**config.mk**
```make
export PLATFORM = sky130hd
export DESIGN_NAME = brick_wall_texel_generator_unit_flat
export DESIGN_NICKNAME = d
export VERILOG_FILES = /design/src/sv/bwtg_pkg.sv /design/src/sv/bwtg_ifs.sv /design/src/sv/bwtg_coord.sv /design/src/sv/bwtg_hash.sv /design/src/sv/bwtg_shade.sv /design/src/sv/brick_wall_texel_generator_unit.sv /design/src/flat_wrapper.sv
export SDC_FILE = /design/constraint.sdc
export NUM_CORES = 2
export LEC_CHECK = 0
export ABC_CLOCK_PERIOD_IN_PS = 10200
export BUFFER_PORTS_ARGS = -buffer_cell sky130_fd_sc_hd__buf_4
export CAP_MARGIN = 20
export CORE_MARGIN = 8
export CORE_UTILIZATION = 50
export CTS_BUF_LIST = sky130_fd_sc_hd__clkbuf_8 sky130_fd_sc_hd__clkbuf_16
export DETAILED_ROUTE_END_ITERATION = 8
export GPL_TIMING_DRIVEN = 0
export PLACE_DENSITY = 0.64
export SETUP_SLACK_MARGIN = 0.05
export SLEW_MARGIN = 20
export SYNTH_ARGS = -nofsm -noshare
export SYNTH_HDL_FRONTEND = slang
export SYNTH_SLANG_ARGS = --single-unit
```
**constraint.sdc**
```tcl
create_clock -name i_clk -period 10.2 [get_ports i_clk]
set_input_delay 2.04 -clock i_clk [delete_from_list [all_inputs] [get_ports i_clk]]
set_output_delay 2.04 -clock i_clk [all_outputs]
set_load 0.02 [all_outputs]
```
**src/sv/bwtg_pkg.sv**
```systemverilog
// Shared widths, register indexes, constants, payload types and helpers of the brick texel unit.
package bwtg_pkg;

    // Field and datapath widths.
    localparam int COORD_W    = 6;
    localparam int DIM_W      = 7;
    localparam int ROW_W      = 6;
    localparam int COL_W      = 7;
    localparam int COLOR_W    = 24;
    localparam int CH_W       = 8;
    localparam int LIGHT_W    = 19;
    localparam int NOISE_W    = 16;
    localparam int NUM_W      = 36;
    localparam int FRAC_W     = 32;
    localparam int PROD_W     = FRAC_W + CH_W;
    localparam int HASH_W     = 32;
    localparam int CFG_IDX_W  = 3;
    localparam int CFG_DATA_W = 24;

    // Configuration register indexes.
    localparam logic [CFG_IDX_W-1:0] REG_BRK_W       = 3'd0;
    localparam logic [CFG_IDX_W-1:0] REG_BRK_H       = 3'd1;
    localparam logic [CFG_IDX_W-1:0] REG_JOINT_COLOR = 3'd2;
    localparam logic [CFG_IDX_W-1:0] REG_BRK_RGB     = 3'd3;
    localparam logic [CFG_IDX_W-1:0] REG_LIGHT_BASE  = 3'd4;
    localparam logic [CFG_IDX_W-1:0] REG_LIGHT_VARY  = 3'd5;

    // Reset values of the configuration registers.
    localparam logic [DIM_W-1:0]          RST_BRK_W       = 7'd16;
    localparam logic [DIM_W-1:0]          RST_BRK_H       = 7'd8;
    localparam logic [COLOR_W-1:0]        RST_JOINT_COLOR = 24'h808080;
    localparam logic [COLOR_W-1:0]        RST_BRK_RGB     = 24'hA0522D;
    localparam logic signed [LIGHT_W-1:0] RST_LIGHT_BASE  = 19'sd45875;
    localparam logic signed [LIGHT_W-1:0] RST_LIGHT_VARY  = 19'sd19661;

    // Hash multipliers.
    localparam logic [HASH_W-1:0] HASH_MX  = 32'd374761393;
    localparam logic [HASH_W-1:0] HASH_MY  = 32'd668265263;
    localparam logic [HASH_W-1:0] HASH_MIX = 32'd1274126177;

    // Light denominator 65536 * 65535 and the noise full scale.
    localparam logic signed [NUM_W-1:0] LIGHT_DEN = 36'sd4294901760;
    localparam logic [NOISE_W:0]        NOISE_MAX = 17'd65535;

    // Configuration bundle seen by the locator and shader stages.
    typedef struct packed {
        logic [DIM_W-1:0]          brk_w;
        logic [DIM_W-1:0]          brk_h;
        logic [COLOR_W-1:0]        joint_color;
        logic [COLOR_W-1:0]        brk_rgb;
        logic signed [LIGHT_W-1:0] light_base;
        logic signed [LIGHT_W-1:0] light_vary;
    } t_cfg;

    // Brick cell of a texel and its mortar flag.
    typedef struct packed {
        logic [COL_W-1:0] col;
        logic [ROW_W-1:0] row;
        logic             joint;
    } t_cell;

    // Per-brick noise and the mortar flag.
    typedef struct packed {
        logic [NOISE_W-1:0] noise;
        logic               joint;
    } t_noise;

    // A zero brick dimension behaves as one.
    function automatic logic [DIM_W-1:0] eff_dim(input logic [DIM_W-1:0] d);
        return (d == '0) ? DIM_W'(1) : d;
    endfunction

    // One restoring division step: quotient bit on top, new remainder below.
    // The incoming remainder is always below the divisor.
    function automatic logic [DIM_W:0] div_step(input logic [DIM_W-1:0] rem,
                                                input logic             b,
                                                input logic [DIM_W-1:0] d);
        logic [DIM_W:0] t;
        logic [DIM_W:0] dd;
        t  = {rem, b};
        dd = {1'b0, d};
        if (t >= dd) begin
            return {1'b1, DIM_W'(t - dd)};
        end
        return {1'b0, DIM_W'(t)};
    endfunction

    // floor(p / (65536 * 65535)) for a product below 255 times the denominator.
    // The quotient estimate from the top byte is short by at most one.
    function automatic logic [CH_W-1:0] scale_div(input logic [PROD_W-1:0] p);
        logic [PROD_W-17:0] q;
        logic [CH_W-1:0]    e;
        logic [NOISE_W:0]   r;
        q = p[PROD_W-1:16];
        e = q[PROD_W-17:16];
        r = {1'b0, q[15:0]} + {{(NOISE_W+1-CH_W){1'b0}}, e};
        if (r >= NOISE_MAX) begin
            return e + CH_W'(1);
        end
        return e;
    endfunction

endpackage

```
**src/sv/bwtg_ifs.sv**
```systemverilog
// Handshake channels of the brick texel unit: coordinates, colors and configuration writes.
interface bwtg_coord_if;
    logic                         valid;
    logic                         ready;
    logic [bwtg_pkg::COORD_W-1:0] tex_x;
    logic [bwtg_pkg::COORD_W-1:0] tex_y;

    modport source (output valid, output tex_x, output tex_y, input ready);
    modport sink (input valid, input tex_x, input tex_y, output ready);
endinterface

interface bwtg_color_if;
    logic                         valid;
    logic                         ready;
    logic [bwtg_pkg::COLOR_W-1:0] texel_color;

    modport source (output valid, output texel_color, input ready);
    modport sink (input valid, input texel_color, output ready);
endinterface

interface bwtg_cfg_if;
    logic                            valid;
    logic                            ready;
    logic [bwtg_pkg::CFG_IDX_W-1:0]  index;
    logic [bwtg_pkg::CFG_DATA_W-1:0] data;

    modport source (output valid, output index, output data, input ready);
    modport sink (input valid, input index, input data, output ready);
endinterface

```
**src/sv/bwtg_coord.sv**
```systemverilog
// Four-stage brick locator: row and column by pipelined restoring division, mortar detection.
module bwtg_coord (
    input  logic                         i_clk,
    input  logic                         i_rst_n,
    input  bwtg_pkg::t_cfg               i_cfg,
    input  logic                         i_valid,
    output logic                         o_ready,
    input  logic [bwtg_pkg::COORD_W-1:0] i_tex_x,
    input  logic [bwtg_pkg::COORD_W-1:0] i_tex_y,
    output logic                         o_valid,
    input  logic                         i_ready,
    output bwtg_pkg::t_cell              o_cell
);
    localparam int NSTG = 4;
    localparam int DW   = bwtg_pkg::DIM_W;

    logic [NSTG-1:0] r_v;
    logic [NSTG:0]   stg_en;
    logic [DW-1:0]   w_eff;
    logic [DW-1:0]   h_eff;

    // Stage 1: upper three row quotient bits.
    logic [DW:0]    a0, a1, a2;
    logic [2:0]     r_s1_yq;
    logic [DW-1:0]  r_s1_yrem;
    logic [2:0]     r_s1_ylo;
    logic [bwtg_pkg::COORD_W-1:0] r_s1_x;

    // Stage 2: lower row quotient bits, shifted column position.
    logic [DW:0]    b0, b1, b2;
    logic [bwtg_pkg::ROW_W-1:0] n_s2_row;
    logic [bwtg_pkg::COORD_W-1:0] shift;
    logic [bwtg_pkg::ROW_W-1:0] r_s2_row;
    logic           r_s2_yjoint;
    logic [DW-1:0]  r_s2_sx;

    // Stage 3: upper four column quotient bits.
    logic [DW:0]    c0, c1, c2, c3;
    logic [3:0]     r_s3_cq;
    logic [DW-1:0]  r_s3_crem;
    logic [2:0]     r_s3_sxlo;
    logic [bwtg_pkg::ROW_W-1:0] r_s3_row;
    logic           r_s3_yjoint;

    // Stage 4: lower column quotient bits and the mortar decision.
    logic [DW:0]    d0, d1, d2;
    bwtg_pkg::t_cell n_s4_cell;
    bwtg_pkg::t_cell r_s4_cell;

    assign w_eff = bwtg_pkg::eff_dim(i_cfg.brk_w);
    assign h_eff = bwtg_pkg::eff_dim(i_cfg.brk_h);

    // A stage loads when it is empty or the one after it moves.
    always_comb begin
        stg_en[NSTG] = i_ready;
        for (int k = NSTG - 1; k >= 0; k--) begin
            stg_en[k] = ~r_v[k] | stg_en[k+1];
        end
    end

    assign o_ready = stg_en[0];
    assign o_valid = r_v[NSTG-1];
    assign o_cell  = r_s4_cell;

    always_ff @(posedge i_clk) begin
        if (!i_rst_n) begin
            r_v <= '0;
        end else begin
            if (stg_en[0]) begin
                r_v[0] <= i_valid;
            end
            for (int k = 1; k < NSTG; k++) begin
                if (stg_en[k]) begin
                    r_v[k] <= r_v[k-1];
                end
            end
        end
    end

    // Row division, first half.
    always_comb begin
        a0 = bwtg_pkg::div_step('0, i_tex_y[5], h_eff);
        a1 = bwtg_pkg::div_step(a0[DW-1:0], i_tex_y[4], h_eff);
        a2 = bwtg_pkg::div_step(a1[DW-1:0], i_tex_y[3], h_eff);
    end

    always_ff @(posedge i_clk) begin
        if (stg_en[0]) begin
            r_s1_yq   <= {a0[DW], a1[DW], a2[DW]};
            r_s1_yrem <= a2[DW-1:0];
            r_s1_ylo  <= i_tex_y[2:0];
            r_s1_x    <= i_tex_x;
        end
    end

    // Row division, second half; odd rows shift by half a brick.
    always_comb begin
        b0 = bwtg_pkg::div_step(r_s1_yrem, r_s1_ylo[2], h_eff);
        b1 = bwtg_pkg::div_step(b0[DW-1:0], r_s1_ylo[1], h_eff);
        b2 = bwtg_pkg::div_step(b1[DW-1:0], r_s1_ylo[0], h_eff);
        n_s2_row = {r_s1_yq, b0[DW], b1[DW], b2[DW]};
        shift = n_s2_row[0] ? w_eff[DW-1:1] : '0;
    end

    always_ff @(posedge i_clk) begin
        if (stg_en[1]) begin
            r_s2_row    <= n_s2_row;
            r_s2_yjoint <= (b2[DW-1:0] == '0);
            r_s2_sx     <= {1'b0, r_s1_x} + {1'b0, shift};
        end
    end

    // Column division, first half.
    always_comb begin
        c0 = bwtg_pkg::div_step('0, r_s2_sx[6], w_eff);
        c1 = bwtg_pkg::div_step(c0[DW-1:0], r_s2_sx[5], w_eff);
        c2 = bwtg_pkg::div_step(c1[DW-1:0], r_s2_sx[4], w_eff);
        c3 = bwtg_pkg::div_step(c2[DW-1:0], r_s2_sx[3], w_eff);
    end

    always_ff @(posedge i_clk) begin
        if (stg_en[2]) begin
            r_s3_cq     <= {c0[DW], c1[DW], c2[DW], c3[DW]};
            r_s3_crem   <= c3[DW-1:0];
            r_s3_sxlo   <= r_s2_sx[2:0];
            r_s3_row    <= r_s2_row;
            r_s3_yjoint <= r_s2_yjoint;
        end
    end

    // Column division, second half; mortar on either boundary.
    always_comb begin
        d0 = bwtg_pkg::div_step(r_s3_crem, r_s3_sxlo[2], w_eff);
        d1 = bwtg_pkg::div_step(d0[DW-1:0], r_s3_sxlo[1], w_eff);
        d2 = bwtg_pkg::div_step(d1[DW-1:0], r_s3_sxlo[0], w_eff);
        n_s4_cell.col   = {r_s3_cq, d0[DW], d1[DW], d2[DW]};
        n_s4_cell.row   = r_s3_row;
        n_s4_cell.joint = r_s3_yjoint | (d2[DW-1:0] == '0);
    end

    always_ff @(posedge i_clk) begin
        if (stg_en[3]) begin
            r_s4_cell <= n_s4_cell;
        end
    end

endmodule

```
**src/sv/bwtg_hash.sv**
```systemverilog
// Two-stage integer hash of the brick cell, giving 16 bits of noise.
module bwtg_hash (
    input  logic             i_clk,
    input  logic             i_rst_n,
    input  logic             i_valid,
    output logic             o_ready,
    input  bwtg_pkg::t_cell  i_cell,
    output logic             o_valid,
    input  logic             i_ready,
    output bwtg_pkg::t_noise o_noise
);
    localparam int NSTG = 2;
    localparam int HW   = bwtg_pkg::HASH_W;

    logic [NSTG-1:0] r_v;
    logic [NSTG:0]   stg_en;

    logic [HW-1:0]   n_h1_sum;
    logic [HW-1:0]   r_h1_sum;
    logic            r_h1_joint;
    logic [HW-1:0]   mix;
    logic [HW-1:0]   n_h2_prod;
    bwtg_pkg::t_noise r_h2_noise;

    // A stage loads when it is empty or the one after it moves.
    always_comb begin
        stg_en[NSTG] = i_ready;
        for (int k = NSTG - 1; k >= 0; k--) begin
            stg_en[k] = ~r_v[k] | stg_en[k+1];
        end
    end

    assign o_ready = stg_en[0];
    assign o_valid = r_v[NSTG-1];
    assign o_noise = r_h2_noise;

    always_ff @(posedge i_clk) begin
        if (!i_rst_n) begin
            r_v <= '0;
        end else begin
            if (stg_en[0]) begin
                r_v[0] <= i_valid;
            end
            for (int k = 1; k < NSTG; k++) begin
                if (stg_en[k]) begin
                    r_v[k] <= r_v[k-1];
                end
            end
        end
    end

    // Weighted sum of column and row, wrapping at 32 bits.
    assign n_h1_sum = HW'(i_cell.col) * bwtg_pkg::HASH_MX
                    + HW'(i_cell.row) * bwtg_pkg::HASH_MY;

    always_ff @(posedge i_clk) begin
        if (stg_en[0]) begin
            r_h1_sum   <= n_h1_sum;
            r_h1_joint <= i_cell.joint;
        end
    end

    // Xor-shift, then the mixing multiply; the top half is the noise.
    assign mix       = r_h1_sum ^ (r_h1_sum >> 13);
    assign n_h2_prod = mix * bwtg_pkg::HASH_MIX;

    always_ff @(posedge i_clk) begin
        if (stg_en[1]) begin
            r_h2_noise.noise <= n_h2_prod[HW-1:HW-bwtg_pkg::NOISE_W];
            r_h2_noise.joint <= r_h1_joint;
        end
    end

endmodule

```
**src/sv/bwtg_shade.sv**
```systemverilog
// Four-stage shader: light factor, clamp, channel multiplies, scaling and color select.
module bwtg_shade (
    input  logic                         i_clk,
    input  logic                         i_rst_n,
    input  bwtg_pkg::t_cfg               i_cfg,
    input  logic                         i_valid,
    output logic                         o_ready,
    input  bwtg_pkg::t_noise             i_noise,
    output logic                         o_valid,
    input  logic                         i_ready,
    output logic [bwtg_pkg::COLOR_W-1:0] o_color
);
    localparam int NSTG = 4;
    localparam int NW   = bwtg_pkg::NUM_W;
    localparam int FW   = bwtg_pkg::FRAC_W;
    localparam int PW   = bwtg_pkg::PROD_W;
    localparam int CW   = bwtg_pkg::CH_W;

    logic [NSTG-1:0] r_v;
    logic [NSTG:0]   stg_en;

    // Stage 1 signals.
    logic signed [NW-1:0] base_term;
    logic signed [NW-1:0] vary_term;
    logic signed [NW-1:0] r_l1_num;
    logic                 r_l1_joint;

    // Stage 2 signals.
    logic [FW-1:0]        r_l2_frac;
    logic                 r_l2_zero;
    logic                 r_l2_full;
    logic                 r_l2_joint;

    // Stage 3 signals.
    logic [PW-1:0]        r_l3_pr;
    logic [PW-1:0]        r_l3_pg;
    logic [PW-1:0]        r_l3_pb;
    logic                 r_l3_zero;
    logic                 r_l3_full;
    logic                 r_l3_joint;

    // Stage 4 signals.
    logic [CW-1:0]        ch_r, ch_g, ch_b;
    logic [bwtg_pkg::COLOR_W-1:0] n_l4_color;
    logic [bwtg_pkg::COLOR_W-1:0] r_l4_color;

    // A stage loads when it is empty or the one after it moves.
    always_comb begin
        stg_en[NSTG] = i_ready;
        for (int k = NSTG - 1; k >= 0; k--) begin
            stg_en[k] = ~r_v[k] | stg_en[k+1];
        end
    end

    assign o_ready = stg_en[0];
    assign o_valid = r_v[NSTG-1];
    assign o_color = r_l4_color;

    always_ff @(posedge i_clk) begin
        if (!i_rst_n) begin
            r_v <= '0;
        end else begin
            if (stg_en[0]) begin
                r_v[0] <= i_valid;
            end
            for (int k = 1; k < NSTG; k++) begin
                if (stg_en[k]) begin
                    r_v[k] <= r_v[k-1];
                end
            end
        end
    end

    // Light numerator: base * 65535 + vary * noise.
    assign base_term = (NW'(i_cfg.light_base) <<< 16) - NW'(i_cfg.light_base);
    assign vary_term = NW'(i_cfg.light_vary)
                     * $signed({{(NW-bwtg_pkg::NOISE_W){1'b0}}, i_noise.noise});

    always_ff @(posedge i_clk) begin
        if (stg_en[0]) begin
            r_l1_num   <= base_term + vary_term;
            r_l1_joint <= i_noise.joint;
        end
    end

    // Clamp to the range zero to one; inside it the numerator fits 32 bits.
    always_ff @(posedge i_clk) begin
        if (stg_en[1]) begin
            r_l2_frac  <= r_l1_num[FW-1:0];
            r_l2_zero  <= (r_l1_num <= NW'(0));
            r_l2_full  <= (r_l1_num >= bwtg_pkg::LIGHT_DEN);
            r_l2_joint <= r_l1_joint;
        end
    end

    // One 8 by 32 multiply per channel.
    always_ff @(posedge i_clk) begin
        if (stg_en[2]) begin
            r_l3_pr    <= PW'(r_l2_frac) * PW'(i_cfg.brk_rgb[23:16]);
            r_l3_pg    <= PW'(r_l2_frac) * PW'(i_cfg.brk_rgb[15:8]);
            r_l3_pb    <= PW'(r_l2_frac) * PW'(i_cfg.brk_rgb[7:0]);
            r_l3_zero  <= r_l2_zero;
            r_l3_full  <= r_l2_full;
            r_l3_joint <= r_l2_joint;
        end
    end

    // Scale each channel down, apply the clamp, pick mortar or brick.
    always_comb begin
        if (r_l3_zero) begin
            ch_r = '0;
            ch_g = '0;
            ch_b = '0;
        end else if (r_l3_full) begin
            ch_r = i_cfg.brk_rgb[23:16];
            ch_g = i_cfg.brk_rgb[15:8];
            ch_b = i_cfg.brk_rgb[7:0];
        end else begin
            ch_r = bwtg_pkg::scale_div(r_l3_pr);
            ch_g = bwtg_pkg::scale_div(r_l3_pg);
            ch_b = bwtg_pkg::scale_div(r_l3_pb);
        end
        n_l4_color = r_l3_joint ? i_cfg.joint_color : {ch_r, ch_g, ch_b};
    end

    always_ff @(posedge i_clk) begin
        if (stg_en[3]) begin
            r_l4_color <= n_l4_color;
        end
    end

endmodule

```
**src/sv/brick_wall_texel_generator_unit.sv**
```systemverilog
// Top of the brick wall texel generator: configuration registers and three pipeline parts.
//
// Usage: the coordinate channel i_coord carries one texel (tex_x, tex_y) per item; the color
// channel o_color returns its 24-bit texel_color, red in bits 23:16, green 15:8, blue 7:0.
// The configuration channel i_cfg writes register i_cfg.index with i_cfg.data; it is always
// ready, indexes past the light vary register are ignored, and the user must make writes only
// while idle; the block does not enforce it. Throughput is one item per cycle when the
// receiver does not stall. The ten register stages are: four for the row and column
// restoring divisions, two for the hash, four for the light factor, clamp, channel
// multiplies and final scaling, the last of which is the output register.
// Reset (synchronous, active low) empties the pipeline and loads the default brick size,
// colors and light factors. When the receiver stalls, items close up behind the output
// register into any empty stages; i_coord.ready drops only once every stage holds an item,
// and nothing is dropped or repeated.
module brick_wall_texel_generator_unit (
    input  logic                i_clk,
    input  logic                i_rst_n,
    bwtg_coord_if.sink          i_coord,
    bwtg_color_if.source        o_color,
    bwtg_cfg_if.sink            i_cfg
);
    bwtg_pkg::t_cfg   r_cfg;

    logic             cell_valid;
    logic             cell_ready;
    bwtg_pkg::t_cell  loc;
    logic             noise_valid;
    logic             noise_ready;
    bwtg_pkg::t_noise noise;

    // Configuration registers.
    assign i_cfg.ready = 1'b1;

    always_ff @(posedge i_clk) begin
        if (!i_rst_n) begin
            r_cfg.brk_w       <= bwtg_pkg::RST_BRK_W;
            r_cfg.brk_h       <= bwtg_pkg::RST_BRK_H;
            r_cfg.joint_color <= bwtg_pkg::RST_JOINT_COLOR;
            r_cfg.brk_rgb     <= bwtg_pkg::RST_BRK_RGB;
            r_cfg.light_base  <= bwtg_pkg::RST_LIGHT_BASE;
            r_cfg.light_vary  <= bwtg_pkg::RST_LIGHT_VARY;
        end else if (i_cfg.valid) begin
            unique case (i_cfg.index)
                bwtg_pkg::REG_BRK_W: begin
                    r_cfg.brk_w <= i_cfg.data[bwtg_pkg::DIM_W-1:0];
                end
                bwtg_pkg::REG_BRK_H: begin
                    r_cfg.brk_h <= i_cfg.data[bwtg_pkg::DIM_W-1:0];
                end
                bwtg_pkg::REG_JOINT_COLOR: begin
                    r_cfg.joint_color <= i_cfg.data[bwtg_pkg::COLOR_W-1:0];
                end
                bwtg_pkg::REG_BRK_RGB: begin
                    r_cfg.brk_rgb <= i_cfg.data[bwtg_pkg::COLOR_W-1:0];
                end
                bwtg_pkg::REG_LIGHT_BASE: begin
                    r_cfg.light_base <= $signed(i_cfg.data[bwtg_pkg::LIGHT_W-1:0]);
                end
                bwtg_pkg::REG_LIGHT_VARY: begin
                    r_cfg.light_vary <= $signed(i_cfg.data[bwtg_pkg::LIGHT_W-1:0]);
                end
                default: begin
                end
            endcase
        end
    end

    // Brick row, column and mortar flag.
    bwtg_coord u_coord (
        .i_clk   (i_clk),
        .i_rst_n (i_rst_n),
        .i_cfg   (r_cfg),
        .i_valid (i_coord.valid),
        .o_ready (i_coord.ready),
        .i_tex_x (i_coord.tex_x),
        .i_tex_y (i_coord.tex_y),
        .o_valid (cell_valid),
        .i_ready (cell_ready),
        .o_cell  (loc)
    );

    // Per-brick noise.
    bwtg_hash u_hash (
        .i_clk   (i_clk),
        .i_rst_n (i_rst_n),
        .i_valid (cell_valid),
        .o_ready (cell_ready),
        .i_cell  (loc),
        .o_valid (noise_valid),
        .i_ready (noise_ready),
        .o_noise (noise)
    );

    // Shading and final color.
    bwtg_shade u_shade (
        .i_clk   (i_clk),
        .i_rst_n (i_rst_n),
        .i_cfg   (r_cfg),
        .i_valid (noise_valid),
        .o_ready (noise_ready),
        .i_noise (noise),
        .o_valid (o_color.valid),
        .i_ready (o_color.ready),
        .o_color (o_color.texel_color)
    );

endmodule

```
**src/flat_wrapper.sv**
```systemverilog
// flat-port wrapper written by rule: the top's interface ports become plain ports
module brick_wall_texel_generator_unit_flat 
  (i_clk, i_rst_n, i_coord_valid, i_coord_tex_x, i_coord_tex_y, i_coord_ready, o_color_valid, o_color_texel_color, o_color_ready, i_cfg_valid, i_cfg_index, i_cfg_data, i_cfg_ready);
  bwtg_coord_if i_coord_i ();
  bwtg_color_if o_color_i ();
  bwtg_cfg_if i_cfg_i ();
  input  logic i_clk;
  input  logic i_rst_n;
  input wire logic [$bits(i_coord_i.valid)-1:0] i_coord_valid;
  input wire logic [$bits(i_coord_i.tex_x)-1:0] i_coord_tex_x;
  input wire logic [$bits(i_coord_i.tex_y)-1:0] i_coord_tex_y;
  output wire logic [$bits(i_coord_i.ready)-1:0] i_coord_ready;
  output wire logic [$bits(o_color_i.valid)-1:0] o_color_valid;
  output wire logic [$bits(o_color_i.texel_color)-1:0] o_color_texel_color;
  input wire logic [$bits(o_color_i.ready)-1:0] o_color_ready;
  input wire logic [$bits(i_cfg_i.valid)-1:0] i_cfg_valid;
  input wire logic [$bits(i_cfg_i.index)-1:0] i_cfg_index;
  input wire logic [$bits(i_cfg_i.data)-1:0] i_cfg_data;
  output wire logic [$bits(i_cfg_i.ready)-1:0] i_cfg_ready;
  assign i_coord_i.valid = i_coord_valid;
  assign i_coord_i.tex_x = i_coord_tex_x;
  assign i_coord_i.tex_y = i_coord_tex_y;
  assign i_coord_ready = i_coord_i.ready;
  assign o_color_valid = o_color_i.valid;
  assign o_color_texel_color = o_color_i.texel_color;
  assign o_color_i.ready = o_color_ready;
  assign i_cfg_i.valid = i_cfg_valid;
  assign i_cfg_i.index = i_cfg_index;
  assign i_cfg_i.data = i_cfg_data;
  assign i_cfg_ready = i_cfg_i.ready;
  brick_wall_texel_generator_unit u_core (.i_clk(i_clk), .i_rst_n(i_rst_n), .i_coord(i_coord_i), .o_color(o_color_i), .i_cfg(i_cfg_i));
endmodule
```
==> reports/summary.txt <==
Hold wc startpoint: u_core.u_coord.r_s3_cq[3]$_SDFFCE_PP0P_
Sum Neg Setup Slack: 0 ps
Top delay family on crit path: compound AO/OA/AOI/OAI gates
Total gr overflow: 0
XOR/XNOR share of the synthesized area: 0.03826
Worst r2r dst: u_core.u_coord.r_s2_sx[6]$_DFFE_PP_
Worst hold path depth: 0
Die Span X: 377.9 um
Skew final: 51.11 ps
Final hold violations: 0
Layout cells sized above 1: 0.03108
First-pass GRT wire length: 284700 um
Final Critical Period: 9199 ps
Synth Area per Inst: 9.872 um2
WL/cell: 21.27 um
Fmax: 108.7 MHz
Slew headroom: 0.2839
Tcrit/Tclk final: 0.9019
Vias/cell: 5.420
Drt initial violations: 2862
# IOs: 71
# port buffers: 68
Util after Layout: 0.5383
Initial antenna violation count: 8
Final setup viols: 0
Most frequent cells in the layout: inv_1, fa_1, nand2_1
Max incr delay on CP: 600 ps
Setup Fix Bufs, Post-CTS: 0
Clk sink count: 399
Crit Path Max Fanout: 8
WS Path Type: register to register
Worst-path clk slew: 60 ps
Mapped cell area: 0.06547 mm2
Slowest library cell on the worst path: a21oi_1
Post-synth EDFFs: 289
Cell row count: 132
Post_cts resized: 0
First-pass DRT Iterations: 6
Die H: 377.9 um
Die Area: 0.1428 mm2
Tot GR Track Use: 0.2585
Worst r2r src: u_core.r_cfg[87]$_SDFFE_PN0P_
Cells on worst reg2reg path: 37
FF+latch count, synth: 399
Worst reg2reg setup slack: 1000 ps
Largest family of logic cells by synthesized area: adder cells
Dpl hpwl: 154500 um
Clock buffer depth: 3
Worst Hold Endpoint: u_core.u_coord.o_cell[13]$_DFFE_PP_
CP Buf/Inv Count: 2
Worst path arrival time: 9590 ps
Worst-margin pin slew: 1071 ps
Most used cell, CP: a21oi_1
Mux share of post-synthesis cell area: 0.006153
Syn_nets: 8547
Synthesis-to-finish area growth: 6.719%
Via count: 46270
Run status: completed
Top FF cell, synth: edfxtp_1
CTS tree: yes
Placed Instances: 8446
Commonest non-fill, non-tap cell in the layout: inv_1
ANT nets after route: 0
CTS Hold Buffers Added: 0
Final Max Tran Viols: 0
Complex-gate fraction of the synthesized area: 0.06943
Unrepaired setup endpoints after global routing: no
Synth warnings: 0
TritonCTS Buffers: 46
Simple-gate area share of the yosys netlist: 0.1319
DRT Wirelength: 181600 um
Worst-Skew Late Latency: 640 ps
Layout Nets: 8667
Unique cell type count in the Yosys netlist: 77
Register area share after synthesis: 0.1662
Synth async-reset ratio: 0
Total of max-cap violations: 0
Final GP Congestion: 0.9648
Placeable core area: 0.1298 mm2
Setup crit end kind: register
Critical path launch point type: register
Dpl cell area: 0.06827 mm2
Largest net degree at the start of global routing: 49
Cell Count, Final, Fillers Out: 8536
DRC: 0
Post-Synth Adder-Cell Area: 0.4979
Worst Path Required: 10590 ps
Vias in the first global route: 49520
Post-route cell area: 0.06987 mm2
CTS H-tree lvls: 2
Initial core utilization: 0.5044
HP Class: register to register
Clock root buffer: clkbuf_16
Post-Syn Instances: 6632
[cell usage after synthesis, drive strengths merged, types with 47 or more instances]
master  instances  share of area
a21o           89          0.010
edfxtp        289           0.13
a21boi         82         0.0096
inv          1339          0.077
and2          467          0.045
dfxtp         110          0.034
nor2b          47         0.0045
xnor2         189          0.025
nand2         901          0.052
ha            647           0.12
a21oi         157          0.012
nand3          60         0.0046
clkbuf        231          0.013
o21ai         115         0.0088
nor3           48         0.0039
nor2          111         0.0064
xor2           97          0.013
fa           1224           0.37
[metrics by stage]
step	worst slack [ps]	hold slack, ps
finish	1001	411.9
global route	311.3	420.6
CTS	1038	415.3
detailed placement	1087	405.4
global placement	1173	402.1
floorplan	2293	400.3
[layout make-up]
class,count,area [um2]
Sequential cell,399,10880
Multi-Input combinational cell,4662,48710
Clock inverter,33,335.3
Timing Repair Buffer,72,600.6
Inverter,1339,5026
Buffer,232,874.6
Antenna cell,4,10.01
Fill cell,11890,59940
Tap cell,1742,2180
Clock buffer,53,1259
[per-layer routing]
metal / GRT usage / up-vias / wire (um)
met3: 0.05158 / 292 / 15500
li1: - / 20910 / -
met5: 0 / - / 0
met2: 0.4129 / 1626 / 82160
met1: 0.3558 / 23440 / 76950
met4: 0.08247 / 0 / 6994
[worst register-to-register path: cells and delay by family (launching register included)]
family / cells / cell delay, ps
AO/OA/AOI/OAI: 18 / 4090
adder cells (fa/ha/maj): 6 / 2100
buffers and inverters: 2 / 370
flip-flops: 1 / 380
multiplexers: 2 / 690
AND/OR/NAND/NOR: 9 / 1330
[sequential cells by signal, summed over array words and instances (netlist names), 4 cells and up]
register / count
u_core.u_shade.o_color: 24
u_core.u_coord.r_s3_row: 6
u_core.u_shade.r_l2_frac: 32
u_core.u_shade.r_l3_pr: 24
u_core.u_coord.r_s1_x: 6
u_core.u_shade.r_v: 4
u_core.u_coord.r_s2_row: 6
u_core.u_coord.r_s1_yrem: 7
u_core.u_shade.r_l3_pg: 24
u_core.u_coord.r_s3_cq: 4
u_core.u_coord.r_v: 4
u_core.r_cfg: 100
u_core.u_coord.r_s3_crem: 7
u_core.u_shade.r_l1_num: 36
u_core.u_hash.o_noise: 17
u_core.u_shade.r_l3_pb: 24
u_core.u_coord.r_s2_sx: 7
u_core.u_coord.o_cell: 14
u_core.u_hash.r_h1_sum: 32
[how the worst max path moves through the flow]
| stage | startpoint | end | slack (ps) | depth (start not counted) |
|---|---|---|---|---|
| after floorplan | u_core.r_cfg[87]$_SDFFE_PN0P_ | u_core.u_coord.r_s2_sx[6]$_DFFE_PP_ | 2290 | 37 |
| after global placement | u_core.r_cfg[87]$_SDFFE_PN0P_ | u_core.u_coord.r_s2_sx[6]$_DFFE_PP_ | 1170 | 37 |
| after detailed placement | u_core.r_cfg[87]$_SDFFE_PN0P_ | u_core.u_coord.r_s2_sx[6]$_DFFE_PP_ | 1090 | 37 |
| after CTS | u_core.r_cfg[87]$_SDFFE_PN0P_ | u_core.u_coord.r_s2_sx[6]$_DFFE_PP_ | 1040 | 37 |
| after global routing | u_core.r_cfg[87]$_SDFFE_PN0P_ | u_core.u_coord.r_s2_sx[6]$_DFFE_PP_ | 310 | 37 |
| final | u_core.r_cfg[87]$_SDFFE_PN0P_ | u_core.u_coord.r_s2_sx[6]$_DFFE_PP_ | 1000 | 37 |
[cell families (layout without fill, tap and decap cells)]
kind of cell    after synthesis  in the layout
simple gates               1791           1791
other cells                   1              5
xor+xnor                    286            286
flops                       399            399
fa+ha+maj                  1871           1871
buf+inv                    1571           1729
mux                          37             37
compound gates              676            676
Power is not shown: default switching activity piles up to over one toggle a cycle in this logic, so the estimate is an artifact.
